--- src/hn_pkg.sv ---
// ----------------------------------------------------------------------------
// hn_pkg
// Widths, register indexes and stage types shared by the normal kernel.
// ----------------------------------------------------------------------------
`default_nettype none
package hn_pkg;
   localparam int INDEX_BITS_DEFAULT = 12;
   localparam int FIELD_INDEX_W = 12;
   localparam int HEIGHT_W = 24;
   localparam int ADDR_W = 24;
   localparam int NORM_W = 16;
   localparam int NORMZ_W = 15;
   localparam int SPACING_W = 16;
   localparam int PITCH_W = 13;
   localparam int CSR_IDX_W = 1;
   localparam int CSR_DATA_W = 16;
   localparam int DIFF_W = 26;
   localparam int MAG_W = 25;
   localparam int C_W = 19;
   localparam int SQ_W = 50;
   localparam int LEN_W = 52;
   localparam int RES_W = 91;
   localparam int PROD_W = 72;
   localparam int Q_W = 16;
   localparam int STEPS = 16;
   localparam int NUM_LANES = 3;
   localparam logic [Q_W-1:0] NORMAL_MAX = 16'd32767;
   localparam logic [CSR_DATA_W-1:0] SPACING_RESET = 16'd256;
   localparam logic [PITCH_W-1:0] PITCH_RESET = 13'd257;

   typedef enum logic [CSR_IDX_W-1:0] {
      REG_GRID_SPACING = 1'b0,
      REG_ROW_PITCH    = 1'b1
   } csr_index_type;

   typedef struct packed {
      logic [RES_W-1:0]  residual;
      logic [PROD_W-1:0] partial;
      logic [Q_W-1:0]    quot;
   } lane_type;

   typedef struct packed {
      logic [ADDR_W-1:0] address;
      logic              neg_x;
      logic              neg_y;
      logic              zero_len;
   } side_type;
endpackage
`default_nettype wire

--- src/hn_root_step.sv ---
// ----------------------------------------------------------------------------
// hn_root_step
// One restoring step of the rounded ratio search for one bit of one lane.
// ----------------------------------------------------------------------------
`default_nettype none
module hn_root_step #(
   parameter int BIT = 15
) (
   input  wire logic                         clock,
   input  wire logic                         enable,
   input  wire logic [hn_pkg::LEN_W-1:0]     len2,
   input  wire hn_pkg::lane_type             lane_in,
   output hn_pkg::lane_type                  lane_out
);
   import hn_pkg::*;

   lane_type         lane_ff, lane_in_next;
   logic [RES_W-1:0] p_ext, l_ext, term, trial;
   logic             cand_ok, take;

   always_comb begin
      cand_ok = (BIT == Q_W - 1) || !lane_in.quot[Q_W-1];
      p_ext = {{(RES_W-PROD_W){lane_in.partial[PROD_W-1]}}, lane_in.partial};
      l_ext = {{(RES_W-LEN_W){1'b0}}, len2};
      term = (p_ext + (l_ext << BIT)) << (BIT + 2);
      trial = lane_in.residual - term;
      take = cand_ok && !trial[RES_W-1];
      lane_in_next = lane_in;
      if (take) begin
         lane_in_next.residual = trial;
         lane_in_next.partial = lane_in.partial
                              + ({{(PROD_W-LEN_W){1'b0}}, len2} << (BIT + 1));
         lane_in_next.quot[BIT] = 1'b1;
      end
   end

   always_ff @(posedge clock) begin
      if (enable) begin
         lane_ff <= lane_in_next;
      end
   end

   assign lane_out = lane_ff;
endmodule
`default_nettype wire

--- config.mk ---
export PLATFORM = sky130hd
export DESIGN_NAME = hn_root_step
export DESIGN_NICKNAME = d
export VERILOG_FILES = /design/src/hn_pkg.sv /design/src/hn_root_step.sv
export SDC_FILE = /design/constraint.sdc
export NUM_CORES = 1
export LEC_CHECK = 0
export BUFFER_PORTS_ARGS = -buffer_cell sky130_fd_sc_hd__buf_2
export CORE_MARGIN = 2
export CORE_UTILIZATION = 51
export CTS_CLUSTER_DIAMETER = 150
export CTS_CLUSTER_SIZE = 40
export DETAILED_ROUTE_END_ITERATION = 10
export PLACE_DENSITY = 0.77
export SETUP_SLACK_MARGIN = 0.5
export SLEW_MARGIN = 20
export SYNTH_ARGS = -nofsm -noshare
export SYNTH_HDL_FRONTEND = slang
export SYNTH_SLANG_ARGS = --single-unit
--- constraint.sdc ---
create_clock -name clock -period 14.8 [get_ports clock]
set_input_delay 0.74 -clock clock [delete_from_list [all_inputs] [get_ports clock]]
set_output_delay 0.74 -clock clock [all_outputs]
set_load 0.005 [all_outputs]
==> results.txt, run 1 <==
outcome = finished, final reports clean
PwrDens = 113 nW/um2
WL/cell = 19.8 um
vias per inst = 5.98
Synth-to-Final Area Change = 16.6%
worst hold path startpoint = lane_in[90]
post_cts resized = 0
all-layer global routing usage = 28.7%
Placed Area = 19,800 um2
slowest CP cell = nand2_8
max reg flops = 179
first-pass GRT wire length = 81,400 um
register area share after synthesis = 30.6%
CTS Hold Buffers Added = 0
worst-path fanout max = 69
CP top delay family = compound AO/OA/AOI/OAI gates
Root Buffer = clkbuf_16
CP arrival = 7580 ps
syn_nets = 2,259
Nets = 2,627
Final Cell Area = 20,500 um2
Slew Limit Fails = 0
leak pwr = 9.18 nW
CP startpoint kind = primary input
Fin. Hold Viols = 0
height of the die = 190 um
CTS tree = done
Port Buf Inserts = 411
postcts setup bufs = 0
WHS = 457 ps
Post-synth EDFFs = 179
Hold Path Class = primary input to flip-flop
Crit. End Element = flip-flop
FMAX = 136 MHz
Routed Antenna Nets = 0
Slew Limit Headroom = 30.7%
Peak VDD IR = 0.0895 mV
WS Path Type = primary input to flip-flop
core area = 33,700 um2
mapped cell area = 17,600 um2
Hold Path End = lane_out[90]
WP buf/inv = 3
WP data required = 15,000 ps
total grt overflow = 0
Syn Area/Cell = 9.52 um2
maxcap violations = 0
drt total wl = 53,300 um
DIE WIDTH = 190 um
Synth Warn # = 0
CTS Buf Count = 17
drt first pass iters = 5
DRT iter0 DRCs = 1,096
Residual DRC = 0
area of the multi-input gates = 11,500 um2
share of cells above drive strength 1 = 26.7%
# IOs = 412
hold depth = 1
slowest stage delay, CP = 460 ps
via count = 16,100
final setup vio count = 0
Max H-tree Level = 4
synth unique cells = 94
Die Area = 36,000 um2
num rows = 67
GPL Wtd Cong = 0.987
antenna violations before repair = 10
#FFs+latches synth = 179
Syn Inst Count = 1,846
Register Area = 5380 um2
Crit path top cell by count = a21o_1
TNS Setup = 0 ps
clk buf depth = 2
final cell count without fillers = 2,685
pin count of the biggest net entering global routing = 126
filler cell count = 3,019
Clock Sink Count = 179
Worst-Margin Slew = 1040 ps
Async SR Flop Fraction = 0%
fin crit share = 49.9%
CTS clk-pin slew, worst paths = 70 ps
Tmin final = 7380 ps
Util after Layout = 60.8%
Initial Util = 52.1%
vias in the first global route = 15,100
Primary FF master, synth = edfxtp_1
RSZ-0062 raised after global routing = no
Inst Count DP = 2,642
HPWL Detailed = 42,800 um
-- placed cells by master, fill, tap and decap left out, types with 17 or more instances in the layout --
| master | count |
|---|---|
| and3_1 | 19 |
| nor2_1 | 107 |
| xor2_1 | 71 |
| a21o_1 | 100 |
| mux2_2 | 75 |
| clkbuf_16 | 17 |
| nand4_1 | 25 |
| o31ai_1 | 18 |
| o21bai_1 | 31 |
| nor3_1 | 26 |
| xnor2_1 | 96 |
| ha_1 | 177 |
| a31oi_1 | 17 |
| o21a_1 | 35 |
| buf_2 | 410 |
| nand2_1 | 136 |
| nand3_1 | 34 |
| edfxtp_1 | 179 |
| a21oi_1 | 194 |
| inv_1 | 68 |
| mux2_4 | 44 |
| o21ai_0 | 105 |
-- metal layers --
layer	track usage [%]	routed length [um]	up-vias
met4	9.96	1240	0
met3	3.21	3350	69
li1	-	-	7767
met5	0	0	-
met2	47.9	25100	688
met1	38.7	23600	7526
-- synthesized netlist by cell type (9+ instances only) --
master	number	share of area [%]
nand4_1	25	0.89
nor3_1	26	0.74
nand2b_1	16	0.57
xor2_1	71	3.5
nor2_1	107	2.3
mux2_2	75	4.8
mux2_4	44	3.8
clkbuf_1	40	0.85
inv_1	68	1.5
o21bai_1	31	1.3
a21o_1	100	4.3
a211oi_1	11	0.47
o21ai_0	105	3.0
a21oi_1	194	5.5
nand3_1	34	0.97
o21a_1	35	1.5
or3_1	9	0.32
o211ai_1	15	0.64
edfxtp_1	179	31
and3_1	19	0.68
xnor2_1	96	4.8
a31oi_1	17	0.61
and2_1	9	0.32
o31ai_1	18	0.77
nand2_1	136	2.9
ha_1	177	13
nor2b_1	13	0.46
-- worst max-delay path by stage --
stage | start | slack [ps] | cells past startpoint | end
global route | len2[0] | 7000 | 26 | lane_out[115]
CTS | len2[0] | 7440 | 25 | lane_out[137]
detailed placement | len2[0] | 7020 | 25 | lane_out[125]
global placement | len2[0] | 7140 | 25 | lane_out[134]
finish | len2[0] | 7420 | 26 | lane_out[114]
floorplan | len2[0] | 8540 | 26 | lane_out[133]
-- cells by family (layout without fill, tap and decap cells) --
group                      count (synthesis)  count (layout)  synth area share, %
DFF                                      179             179                 30.6
AOI/OAI and AO/OA                        625             625                 23.4
muxes                                    127             127                 9.04
other                                      0              10                    0
adders and majority gates                180             180                 12.9
xor gates and xnor gates                 167             167                 8.32
and+or+nand+nor                          436             436                 12.0
buffers and inverters                    132             513                 3.69
-- through the flow --
step | power [mW] | setup slack, ps
finish | 2.32 | 7420
global route | 2.46 | 7000
CTS | 2.32 | 7440
detailed placement | 1.82 | 7020
global placement | 1.81 | 7140
floorplan | 1.50 | 8540
-- power breakdown --
group / switching [mW] / internal [mW] / leakage [nW]
combinational: 0.622 / 0.507 / 7.13
clock: 0.220 / 0.270 / 0.300
sequential: 0.0296 / 0.673 / 1.75
-- layout make-up --
cell class                      count  share of cell area, %
Antenna cell                       10                  0.122
Clock buffer                       17                   2.08
Clock inverter                     15                  0.971
Inverter                           68                   1.25
Multi-Input combinational cell   1535                   56.4
Sequential cell                   179                   26.2
Tap cell                          448                   2.74
Timing Repair Buffer              413                   10.3
(Power assumes the default switching activity.)
==> inputs of run 2 (changes only) <==
Settings changed: PLACE_DENSITY 0.77 to 0.8.
Clock period 14.8 ns to 6.29 ns, I/O delays scaled along.
==> results.txt, run 2 (synthesis gave the netlist of run 1 again) <==
outcome = finished, final reports clean
drt first pass iters = 5 (unchanged)
slowest CP cell = a221oi_2
share of cells above drive strength 1 = 30.5% (+3.7 points)
Routed Antenna Nets = 0 (unchanged)
WS Path Type = primary input to flip-flop
WL/cell = 20.4 um (+2.8%)
Die Area = 36,000 um2 (unchanged)
final setup margin = 681 ps (-6740 ps)
Logic pwr share = 51.1% (+2.5 points)
core area = 33,700 um2 (unchanged)
power share of the clock group = 19.6% (-1.5 points)
WP data required = 6510 ps (-8490 ps)
Nets = 2,692 (+2.5%)
Sequential Power Share = 29.3% (-1.0 points)
height of the die = 190 um (unchanged)
CP arrival = 5830 ps (-1750 ps)
Worst-Margin Slew = 950 ps (-90.2 ps)
CTS tree = done
Hold Path End = lane_out[3]
Synth-to-Final Area Change = 21.4%
Sw Share = 38.5% (+0.94 points)
pre-CTS setup slack = -162 ps (-7180 ps)
Port Buf Inserts = 411 (unchanged)
FMAX = 178 MHz
WHS = 24.1 ps (-433 ps)
Tmin final = 5610 ps
slowest stage delay, CP = 340 ps (-120 ps)
first-pass GRT wire length = 82,900 um (+1.8%)
Slew Limit Fails = 0 (unchanged)
Hold Path Class = primary input to flip-flop
via count = 16,500 (+2.7%)
Power Internal = 3.47 mW (+140%)
Residual DRC = 0 (unchanged)
filler cell count = 2,853 (-5.5%)
vias per inst = 6.00 (+0.36%)
RSZ-0062 raised after global routing = no
highest-count cells in the layout ignoring fill and taps = 410 x buf_2, 187 x a21oi_1, 179 x edfxtp_1, 174 x ha_1, 133 x nand2_1
num rows = 67 (unchanged)
hold depth = 1 (unchanged)
worst-path fanout max = 6 (-91%)
maxcap violations = 0 (unchanged)
CTS clk-pin slew, worst paths = 80 ps (about the same)
DIE WIDTH = 190 um (unchanged)
CTS Buf Count = 17 (unchanged)
pin count of the biggest net entering global routing = 74 (-41%)
all-layer global routing usage = 29.1% (+0.40 points)
# IOs = 412 (unchanged)
fin crit share = 89.2%
leak pwr = 9.58 nW (+4.4%)
Net Sw Power = 2.17 mW (+150%)
HPWL Detailed = 43,900 um (+2.6%)
max reg flops = 179 (unchanged)
clk buf depth = 2 (unchanged)
final setup vio count = 0 (unchanged)
worst hold path startpoint = lane_in[3]
Fin. Hold Viols = 0 (unchanged)
commonest non-fill, non-tap cell in the layout = buf_2
drt total wl = 56,000 um (+5.2%)
CP startpoint kind = primary input
Initial Util = 52.1% (unchanged)
Clock Sink Count = 179 (unchanged)
Peak VDD IR = 0.209 mV (+130%)
Max H-tree Level = 4 (unchanged)
Crit. End Element = flip-flop
PwrDens = 264 nW/um2 (+130%)
total grt overflow = 0 (unchanged)
Root Buffer = clkbuf_16
antenna violations before repair = 7 (-3)
TNS Setup = 0 ps (unchanged)
Slew Limit Headroom = 36.7% (+6.0 points)
GPL Wtd Cong = 0.949 (-3.9%)
DRT iter0 DRCs = 1,193 (+8.9%)
vias in the first global route = 15,600 (+3.0%)
==> run 2: metal layers <==
layer  vias to the layer above  share of wire [%]  track usage, %
li1                       7877                  -               -
met1                      7772                 44            39.2
met2                       727                 46            48.1
met3                       104                7.0            3.65
met4                         0                3.0            10.6
met5                         -                  0               0
==> run 2: worst max path at each step <==
stage / startpoint / end / slack, ps / cells past startpoint
after floorplan: len2[0] / lane_out[133] / 520 / 27
after global placement: len2[0] / lane_out[157] / -40 / 25
after detailed placement: len2[0] / lane_out[151] / -160 / 25
after CTS: len2[0] / lane_out[151] / 530 / 26
after global routing: len2[1] / lane_out[51] / 440 / 26
final: len2[1] / lane_out[82] / 680 / 26
==> run 2: repair_timing <==
item                       CTS  global route
setup endpoints to repair  122           129
pin swaps                    0            22
gates resized for setup      3            52
setup buffers                0             8
cloned                       0            11
hold buffers                 0             0
==> run 2: area by class of cell <==
cell class | instances | area (um2) | share of cell area [%]
Timing Repair Buffer | 475 | 2710 | 12.7
Inverter | 68 | 255 | 1.20
Antenna cell | 7 | 17.5 | 0.0821
Multi-Input combinational cell | 1538 | 11800 | 55.4
Sequential cell | 179 | 5380 | 25.2
Clock buffer | 17 | 425 | 1.99
Clock inverter | 15 | 160 | 0.751
Tap cell | 448 | 561 | 2.63
==> run 2: critical path: cells and delay by family <==
kind,cells,cell delay (ps)
AO/OA/AOI/OAI,16,2920
AND/OR/NAND/NOR,3,750
buffers and inverters,2,310
adder cells (fa/ha/maj),2,590
XOR/XNOR,1,260
multiplexers,2,680
==> run 2: power by group through the flow <==
stage               Clock [mW]  Sequential, mW  Combinational (mW)
floorplan                    0            1.69                1.85
global placement             0            1.68                2.66
detailed placement           0            1.68                2.70
CTS                       1.13            1.65                2.72
global route              1.17            1.66                3.12
finish                    1.11            1.65                2.88
==> run 2: per-stage QoR <==
stage	total power [mW]	cells	cell area (um2)	util (%)
after CTS	5.49	2721	20800	61.8
final	5.64	2747	21300	63.3
after detailed placement	4.37	2689	20200	60.0
after global routing	5.96	2747	21300	63.3
after floorplan	3.54	1846	17600	-
after global placement	4.34	2689	20200	60.0
